--- config.mk ---
export PLATFORM = sky130hd
export DESIGN_NAME = pwl_lut_ram
export DESIGN_NICKNAME = d
export VERILOG_FILES = /design/src/hw/rtl/piecewise_linear_lut_eval_macros.svh /design/src/hw/rtl/pwl_lut_ram.sv
export SDC_FILE = /design/constraint.sdc
export NUM_CORES = 1
export LEC_CHECK = 0
export ABC_CLOCK_PERIOD_IN_PS = 3070
export BUFFER_PORTS_ARGS = -buffer_cell sky130_fd_sc_hd__clkbuf_2
export CAP_MARGIN = 0
export CORE_AREA = 2 2 107 109
export DETAILED_ROUTE_END_ITERATION = 10
export DIE_AREA = 0 0 109 111
export PLACE_DENSITY = 0.78
export SYNTH_ARGS = -nofsm -noshare
export SYNTH_HDL_FRONTEND = slang
export SYNTH_SLANG_ARGS = --single-unit
--- constraint.sdc ---
create_clock -name clk_i -period 3.07 [get_ports clk_i]
set_input_delay 0.921 -clock clk_i [delete_from_list [all_inputs] [get_ports clk_i]]
set_output_delay 0.921 -clock clk_i [all_outputs]
set_load 0.005 [all_outputs]
--- src/hw/rtl/piecewise_linear_lut_eval_macros.svh ---
// Assertion macros for the piecewise-linear LUT evaluator.
// Used by files that assert; expects clk_i and rst_ni in scope.
`ifndef PIECEWISE_LINEAR_LUT_EVAL_MACROS_SVH
`define PIECEWISE_LINEAR_LUT_EVAL_MACROS_SVH

// Generic clocked assertion with an active-low reset.
`define PWL_ASSERT_CLK(lbl, clk, rst, prop, msg) \
  lbl: assert property (@(posedge clk) disable iff (!rst) prop) else $error(msg);

// Assertion on the block clock and reset.
`define PWL_ASSERT(lbl, prop, msg) `PWL_ASSERT_CLK(lbl, clk_i, rst_ni, prop, msg)

`endif

--- src/hw/rtl/pwl_lut_ram.sv ---
// Generic RAM: one write port, two registered read ports with read enable.
// No dependencies.
`timescale 1ns / 1ps

module pwl_lut_ram #(
  parameter int unsigned Width = 8,
  parameter int unsigned Depth = 16
) (
  input  logic                     clk_i,
  input  logic                     we_i,
  input  logic [$clog2(Depth)-1:0] waddr_i,
  input  logic [Width-1:0]         wdata_i,
  input  logic                     re_i,
  input  logic [$clog2(Depth)-1:0] raddr_a_i,
  input  logic [$clog2(Depth)-1:0] raddr_b_i,
  output logic [Width-1:0]         rdata_a_o,
  output logic [Width-1:0]         rdata_b_o
);

  logic [Width-1:0] mem_q [Depth];
  logic [Width-1:0] rdata_a_q;
  logic [Width-1:0] rdata_b_q;

  always_ff @(posedge clk_i) begin
    if (we_i) begin
      mem_q[waddr_i] <= wdata_i;
    end
    if (re_i) begin
      rdata_a_q <= mem_q[raddr_a_i];
      rdata_b_q <= mem_q[raddr_b_i];
    end
  end

  assign rdata_a_o = rdata_a_q;
  assign rdata_b_o = rdata_b_q;

endmodule

==> results of run 1 <==
worst max-delay path, stage by stage:
cell,delay [ns]
clkbuf_2,0.32
buf_12,0.23
mux4_1,0.56
a22oi_1,0.32
nand2_1,0.08
area by class of cell:
class | count | area share [%]
flip-flops and latches | 144 | 57.4
clock buffers | 18 | 5.69
multi-input cells | 143 | 26.7
well taps | 143 | 2.37
repair buffers | 65 | 5.71
clock inverters | 14 | 2.19
flip-flops by register name (all words and copies together), names as in the netlist:
signal and flops:
mem_q 128, rdata_b_o 8, rdata_a_o 8
stage by stage:
step	instances	power (mW)	cell area (sq um)	utilization, %
2_1_floorplan	307	2.48	6510	-
3_3_place_gp	495	2.60	6940	62.7
3_5_place_dp	495	2.61	6940	62.7
4_1_cts	527	4.65	7540	68.0
5_1_grt	527	4.77	7540	68.0
6_report	527	4.63	7540	68.0
power breakdown:
group	switching, mW	internal [mW]	leakage (nW)	total (mW)
clock network	0.783	1.27	0.280	2.06
logic	0.176	0.151	1.02	0.328
registers	0.0214	2.23	1.32	2.25
total	0.981	3.65	2.62	4.63
how the worst min path moves through the flow:
stage	slack [ns]	start	cells after the start	to
after floorplan	0.72	mem_q[7][1]$_DFFE_PP_	3	rdata_a_o[1]$_DFFE_PP_
after detailed placement	0.76	mem_q[15][7]$_DFFE_PP_	3	rdata_a_o[7]$_DFFE_PP_
after CTS	0.77	mem_q[15][7]$_DFFE_PP_	3	rdata_a_o[7]$_DFFE_PP_
after global placement	0.74	mem_q[14][7]$_DFFE_PP_	3	rdata_a_o[7]$_DFFE_PP_
after global routing	0.79	mem_q[15][7]$_DFFE_PP_	3	rdata_a_o[7]$_DFFE_PP_
final	0.77	mem_q[14][7]$_DFFE_PP_	3	rdata_a_o[7]$_DFFE_PP_
cell usage after synthesis:
cell | count | share of area (%)
buf_2 | 6 | 0.46
mux4_1 | 28 | 11
or3b_2 | 1 | 0.13
clkdlybuf4s25_2 | 6 | 0.92
nor3_1 | 4 | 0.31
nand3_1 | 1 | 0.077
nand3b_1 | 2 | 0.23
nand2_1 | 17 | 0.98
nor2b_1 | 2 | 0.19
and2_1 | 2 | 0.19
buf_4 | 2 | 0.23
buf_6 | 6 | 1.0
a22oi_1 | 32 | 3.7
nor2_1 | 14 | 0.81
mux4_4 | 2 | 0.77
nand2b_1 | 2 | 0.19
mux4_2 | 34 | 12
and2b_1 | 2 | 0.23
edfxtp_1 | 144 | 66
routing by layer:
| layer | share of wire [%] | up-vias | track usage (%) |
|---|---|---|---|
| li1 | - | 1488 | - |
| met5 | 0 | - | 0 |
| met1 | 38 | 1829 | 38.5 |
| met4 | 2.3 | 0 | 10.3 |
| met2 | 51 | 231 | 39.4 |
| met3 | 8.4 | 26 | 5.64 |
kinds of logic (layout without fill, tap and decap cells):
group,count (synthesis),count (layout),synth area share [%]
AND/OR/NAND/NOR,47,47,3.35
multiplexers,64,64,23.8
flip-flops,144,144,66.5
buffers and inverters,20,97,2.65
AO/OA/AOI/OAI,32,32,3.69
==> results.py, run 1 <==
metrics = {
    "run_status": {
        "status": "finished, final reports clean",
    },
    "synthesis": {
        "synth_fp_nets": 330,
        "synth_area_sq_um": 6510,
        "yosys_warnings": 0,
        "ys_types": 19,
        "ys_ff_latch": 144,
        "synthCells": 307,
        "avgSynthCellArea_sq_um": 21.2,
        "synth_seq_area_share_pct": 66.5,
    },
    "setup_path": {
        "critPathLaunchType": "input port",
        "r2r-start": "mem_q[0][0]$_DFFE_PP_",
        "path_class": "in -> reg",
        "crit_fanout": 15,
        "regToRegSetupSlack_ns": 1.36,
        "arrival_ns": 2.45,
        "rr_endpoint": "rdata_a_o[0]$_DFFE_PP_",
        "worstSetupEndpointType": "register",
        "required_ns": 3.23,
        "crit_path_start": "raddr_a_i[0]",
        "worstRegToRegCells": 3,
        "crit_path_end": "rdata_a_o[3]$_DFFE_PP_",
    },
    "floorplanning": {
        "initial_core_util_pct": 58.7,
        "core_area_sq_um": 11100,
        "die_x_um": 109,
        "dieArea_sq_um": 12100,
        "num_rows": 39,
        "die_h_um": 111,
        "ioPinCount": 39,
    },
    "timing": {
        "setup_viol": 0,
        "final.period_utilization_pct": 74.6,
        "fin_crit_ns": 2.29,
        "clock_skew_ns": 0.00612,
        "finalHoldViolations": 0,
        "fin_worst_hold_slack_ns": 0.769,
        "setup_ws_ns": 0.779,
        "rsz0062_at_grt": "no",
        "maxSlewViolCount": 0,
        "max_freq_mhz": 436,
        "tns_ns": 0,
        "worstMarginPinSlew_ns": 0.722,
        "relSlewSlack_pct": 51.7,
    },
    "clock_tree": {
        "clk_pin_slew_ns": 0.06,
        "ctsResizeCount": 0,
        "cts_buffer_depth": 2,
        "cts-root-buf": "clkbuf_16",
        "cts_buffers": 17,
        "cts_tree": "done",
        "cts_hold_buf": 0,
        "clock_sinks": 144,
        "post_cts_buffers": 0,
        "clock_latency_ns": 0.42,
        "ctsHtreeMaxLevel": 4,
    },
    "layout": {
        "layout-drive-gt1-share_pct": 34.4,
        "finalNetCount": 394,
        "final_cell_mix": "edfxtp_1, clkbuf_2, mux4_2, a22oi_1, mux4_1",
        "seqCellArea_sq_um": 4320,
        "area_delta_synth_final_pct": 15.8,
        "final_common_cell": "edfxtp_1",
        "n_fill_cell": 682,
        "antenna_cells": 0,
        "multi_input_area_sq_um": 2010,
    },
    "placed_design": {
        "gp_congestion": 0.802,
        "portBuffers": 38,
        "pre_cts_ws_ns": 0.358,
        "dpl.hpwl_um": 9420,
    },
    "global_routing": {
        "grt_pass1_wl_um": 21700,
        "grt_max_degree": 27,
        "grt_pass1_vias": 3606,
        "grt-ovfl-total": 0,
        "grt_util_all_layers_pct": 26.3,
        "antenna_found_initial": 0,
    },
    "route": {
        "wl_per_cell_um": 27.7,
        "ant_nets": 0,
        "drt-initial-drc-count": 416,
        "vias": 3574,
        "routed_via_density": 6.78,
        "finalWirelength_um": 14600,
        "drt_pre_antenna_iters": 5,
        "drc": 0,
    },
    "worst_hold_path": {
        "min-delay-path-class": "reg -> reg",
    },
    "pwr": {
        "ir_worst_vdd_mv": 0.457,
        "powerDensity_nw_per_um2": 615,
        "cellLeakagePower_nw": 2.62,
    },
    "job": {
        "max-cap-violations": 0,
    },
}
Power figures use the tool's default switching activity.
==> run 2, diff against run 1 <==
- ABC_CLOCK_PERIOD_IN_PS: 3070 -> 2400
- clock period: 3.07 -> 2.4 ns (I/O delays scaled with it)
==> results.py, run 2 (synthesis results as in run 1) <==
metrics = {
    "run_status": {
        "status": "finished, final reports clean",
    },
    "worst_hold_path": {
        "min-delay-path-class": "in -> reg",
    },
    "setup_path": {
        "crit_family": "multiplexers",
        "path_class": "in -> reg",
        "crit_fanout": 24,
        "arrival_ns": 2.12,
        "required_ns": 2.55,
        "crit_slowest_cell": "mux4_1",
        "critPathLaunchType": "input port",
        "path_cells": "clkbuf_2, buf_12, mux4_1, a22oi_1, nand2_1",
        "cp_num_buf_inv": 2,
        "worstSetupEndpointType": "register",
        "cpPeakStageDelay_ns": 0.57,
    },
    "floorplanning": {
        "core_area_sq_um": 11100,
        "ioPinCount": 39,
        "initial_core_util_pct": 58.7,
        "dieArea_sq_um": 12100,
        "num_rows": 39,
        "die_x_um": 109,
        "die_h_um": 111,
    },
    "timing": {
        "rsz0062_at_grt": "no",
        "max_freq_mhz": 508,
        "relSlewSlack_pct": 45.5,
        "worstMarginPinSlew_ns": 0.816,
        "setup_viol": 0,
        "fin_crit_ns": 1.97,
        "finalHoldViolations": 0,
        "maxSlewViolCount": 0,
        "setup_ws_ns": 0.430,
        "fin_worst_hold_slack_ns": 0.730,
        "clock_skew_ns": 0.00470,
        "tns_ns": 0,
        "final.period_utilization_pct": 82.1,
    },
    "global_routing": {
        "grt_util_all_layers_pct": 26.3,
        "antenna_found_initial": 0,
        "grt_pass1_vias": 3732,
        "grt_pass1_wl_um": 21700,
        "grt_max_degree": 33,
        "grt-ovfl-total": 0,
    },
    "clock_tree": {
        "cts_tree": "done",
        "cts_buffers": 17,
        "ctsHtreeMaxLevel": 4,
        "clock_latency_ns": 0.41,
        "clk_pin_slew_ns": 0.06,
        "cts_buffer_depth": 2,
        "cts_hold_buf": 0,
        "cts-root-buf": "clkbuf_16",
        "post_cts_buffers": 0,
        "clock_sinks": 144,
        "ctsResizeCount": 0,
    },
    "pwr": {
        "cellLeakagePower_nw": 2.65,
        "ir_worst_vdd_mv": 0.513,
        "powerDensity_nw_per_um2": 767,
        "finalPower_mw": 5.82,
    },
    "route": {
        "drc": 0,
        "drt-initial-drc-count": 377,
        "vias": 3533,
        "drt_pre_antenna_iters": 5,
        "wl_per_cell_um": 27.2,
        "ant_nets": 0,
        "routed_via_density": 6.65,
        "finalWirelength_um": 14500,
    },
    "layout": {
        "post-route-util_pct": 68.5,
        "final-instance-count-excl-fill": 531,
        "top_register": "mem_q",
        "largest_register_ffs": 128,
        "area_delta_synth_final_pct": 16.5,
        "n_fill_cell": 670,
        "layout-drive-gt1-share_pct": 35.1,
        "final_common_cell": "edfxtp_1",
        "finalNetCount": 398,
        "finalInstanceArea_sq_um": 7580,
        "antenna_cells": 0,
        "final_cell_mix": "edfxtp_1, clkbuf_2, mux4_2, a22oi_1, mux4_1",
    },
    "placed_design": {
        "portBuffers": 38,
        "dpl.hpwl_um": 9400,
        "dp.cells": 499,
        "pre_cts_ws_ns": 0.0597,
        "gp_congestion": 0.846,
        "dpl_cell_area_sq_um": 7010,
    },
    "job": {
        "max-cap-violations": 0,
    },
}
run 2: changes by cell type in the layout (fill, tap and decap cells not counted):
cell / change
inv_6: -1
bufinv_16: -1
clkinv_2: +1
buf_12: +3
clkinvlp_4: -2
buf_4: +1
clkinv_4: +3
run 2: routing by layer:
| layer | GRT usage [%] | up-vias | routed length (um) |
|---|---|---|---|
| li1 | - | 1499 | - |
| met1 | 35.4 | 1790 | 5320 |
| met2 | 41.2 | 209 | 7310 |
| met3 | 7.29 | 35 | 1450 |
| met4 | 10.5 | 0 | 374 |
| met5 | 0 | - | 0 |
run 2: worst paths after layout:
check                    startpoint                      to  slack (ns)  cells after the start
min reg2reg  mem_q[14][3]$_DFFE_PP_  rdata_a_o[3]$_DFFE_PP_        0.78                      3
max                    raddr_b_i[0]  rdata_b_o[3]$_DFFE_PP_        0.43                      5
max reg2reg   mem_q[9][3]$_DFFE_PP_  rdata_b_o[3]$_DFFE_PP_        0.77                      3
min                      wdata_i[2]  mem_q[14][2]$_DFFE_PP_        0.73                      1
run 2: area by class of cell:
cell class | instances | area (sq um) | share of cell area, %
Tap cell | 143 | 179 | 2.36
Sequential cell | 144 | 4320 | 57.0
Multi-Input combinational cell | 143 | 2010 | 26.5
Clock inverter | 14 | 143 | 1.88
Clock buffer | 18 | 429 | 5.66
Timing Repair Buffer | 69 | 498 | 6.57
run 2: worst register-to-register path, delay by kind of cell, from the launching register on:
family,cells,cell delay [ns]
AO/OA/AOI/OAI,1,0.39
flip-flops,1,0.38
multiplexers,1,0.51
AND/OR/NAND/NOR,1,0.09
run 2: where the power goes:
part	internal (mW)	switching [mW]	total [mW]
Sequential	2.85	0.0264	2.87
Combinational	0.203	0.226	0.429
Clock	1.52	0.988	2.51
==> run 3, diff against run 2 <==
- ABC_CLOCK_PERIOD_IN_PS: 2400 -> 1810
- CORE_AREA: 2 2 107 109 -> 2 2 112 114
- DIE_AREA: 0 0 109 111 -> 0 0 114 116
- PLACE_DENSITY: 0.78 -> 0.75
- clock period: 2.4 -> 1.81 ns (I/O delays scaled with it)
==> results.py, run 3 (synthesis results as in run 1) <==
metrics = {
    "run_status": {
        "status": "finished, final reports clean",
    },
    "setup_path": {
        "required_ns": 1.98,
        "crit_fanout": 22,
        "crit_slowest_cell": "mux4_1",
        "cpPeakStageDelay_ns": 0.57,
        "worstSetupEndpointType": "register",
        "path_cells": "clkbuf_2, buf_12, buf_4, mux4_1, a22oi_2, nand2_1",
        "arrival_ns": 1.91,
        "critPathLaunchType": "input port",
        "path_class": "in -> reg",
    },
    "pwr": {
        "share_seq_of_total_power_pct": 48.8,
        "powerDensity_nw_per_um2": 1010,
        "comb_power_share_pct": 7.6,
        "power.switching_mw": 1.61,
        "p_clk_share_pct": 43.6,
        "p_int_mw": 6.22,
        "ir_worst_vdd_mv": 0.837,
        "cellLeakagePower_nw": 2.75,
        "finalPower_mw": 7.83,
        "p_sw_share_pct": 20.6,
    },
    "clock_tree": {
        "cts-root-buf": "clkbuf_16",
        "cts_hold_buf": 0,
        "clock_sinks": 144,
        "cts_buffers": 17,
        "cts_tree": "done",
        "ctsHtreeMaxLevel": 4,
        "cts_buffer_depth": 2,
        "clock_latency_ns": 0.42,
        "clk_pin_slew_ns": 0.06,
    },
    "route": {
        "routed_via_density": 6.45,
        "drt-initial-drc-count": 419,
        "drc": 0,
        "vias": 3595,
        "wl_per_cell_um": 25.6,
        "drt_pre_antenna_iters": 5,
        "finalWirelength_um": 14300,
        "ant_nets": 0,
    },
    "floorplanning": {
        "die_x_um": 114,
        "dieArea_sq_um": 13200,
        "initial_core_util_pct": 54.6,
        "num_rows": 40,
        "ioPinCount": 39,
        "die_h_um": 116,
        "core_area_sq_um": 11900,
    },
    "layout": {
        "finalNetCount": 420,
        "top_register": "mem_q",
        "largest_register_ffs": 128,
        "post-route-util_pct": 65.1,
        "n_fill_cell": 788,
        "layout-drive-gt1-share_pct": 38.8,
        "area_delta_synth_final_pct": 19.2,
        "final_common_cell": "edfxtp_1",
        "final-instance-count-excl-fill": 557,
        "final_cell_mix": "edfxtp_1, buf_4, clkbuf_2, mux4_2, a22oi_1",
        "antenna_cells": 0,
    },
    "placed_design": {
        "gp_congestion": 0.821,
        "dp.cells": 525,
        "dpl.hpwl_um": 9890,
        "portBuffers": 38,
    },
    "timing": {
        "final.period_utilization_pct": 96.1,
        "relSlewSlack_pct": 42.9,
        "rsz0062_at_grt": "no",
        "max_freq_mhz": 575,
        "finalHoldViolations": 0,
        "maxSlewViolCount": 0,
        "tns_ns": 0,
        "fin_crit_ns": 1.74,
        "setup_viol": 0,
        "worstMarginPinSlew_ns": 0.853,
        "clock_skew_ns": 0.00630,
    },
    "job": {
        "max-cap-violations": 0,
    },
    "global_routing": {
        "grt-ovfl-total": 0,
        "grt_pass1_vias": 3724,
        "grt_max_degree": 29,
        "antenna_found_initial": 0,
        "grt_util_all_layers_pct": 23.8,
        "grt_pass1_wl_um": 22000,
    },
    "worst_hold_path": {
        "min-delay-path-class": "in -> reg",
    },
}
-- run 3: cell types whose count changed in the layout (fill, tap and decap cells not counted), sizes merged --
cell      previous run  this run
buf                 31        53
clkinvlp             2         1
clkbuf              56        58
clkinv               9         8
inv                  1         0
bufinv               2         3
-- run 3: timing repair --
item                       4_1_cts  5_1_grt
setup endpoints to repair        0        2
resized for setup                0        2
buffers inserted                 0        0
hold endpoints to repair         0        0
-- run 3: per-layer routing --
| layer | GRT usage (%) | vias to the layer above | share of wire [%] |
|---|---|---|---|
| li1 | - | 1533 | - |
| met1 | 32.7 | 1852 | 41 |
| met2 | 36.3 | 191 | 47 |
| met3 | 7.95 | 19 | 9.2 |
| met4 | 8.29 | 0 | 1.9 |
| met5 | 0 | - | 0 |
-- run 3: power groups by stage --
| stage | clock network [mW] | logic, mW | registers (mW) |
|---|---|---|---|
| 2_1_floorplan | 0 | 0.344 | 3.87 |
| 3_5_place_dp | 0 | 0.597 | 3.89 |
| 4_1_cts | 3.45 | 0.598 | 3.82 |
| 5_1_grt | 3.60 | 0.644 | 3.83 |
| 3_3_place_gp | 0 | 0.583 | 3.88 |
| 6_report | 3.42 | 0.598 | 3.82 |
-- run 3: final timing paths --
kind                                 end  cells after the start                    from  slack, ns
setup / recovery  rdata_a_o[3]$_DFFE_PP_                      6            raddr_a_i[0]       0.07
setup reg to reg  rdata_a_o[0]$_DFFE_PP_                      3   mem_q[0][0]$_DFFE_PP_       0.14
hold / removal    mem_q[14][6]$_DFFE_PP_                      1              wdata_i[6]       0.55
hold reg to reg   rdata_b_o[3]$_DFFE_PP_                      3  mem_q[14][3]$_DFFE_PP_       0.77
-- run 3: worst max-delay path: cells and delay by family --
family	cells	cell delay (ns)
buffers and inverters	3	0.51
multiplexers	1	0.57
AND/OR/NAND/NOR	1	0.08
AO/OA/AOI/OAI	1	0.20
-- run 3: metrics by stage --
| stage | instance area (sq um) | setup WS (ns) | hold WS, ns |
|---|---|---|---|
| 2_1_floorplan | 6530 | -0.0137 | 0.642 |
| 3_3_place_gp | 7170 | -0.438 | 0.750 |
| 3_5_place_dp | 7170 | -0.416 | 0.757 |
| 4_1_cts | 7750 | 0.0285 | 0.532 |
| 5_1_grt | 7760 | 0.0341 | 0.563 |
| 6_report | 7760 | 0.0703 | 0.548 |
-- run 3: final cells by class --
type	instances	area, sq um	area share [%]
clock buffers	20	437	5.63
well taps	147	184	2.37
multi-input cells	143	2020	26.0
flip-flops and latches	144	4320	55.7
clock inverters	12	143	1.84
repair buffers	91	651	8.39
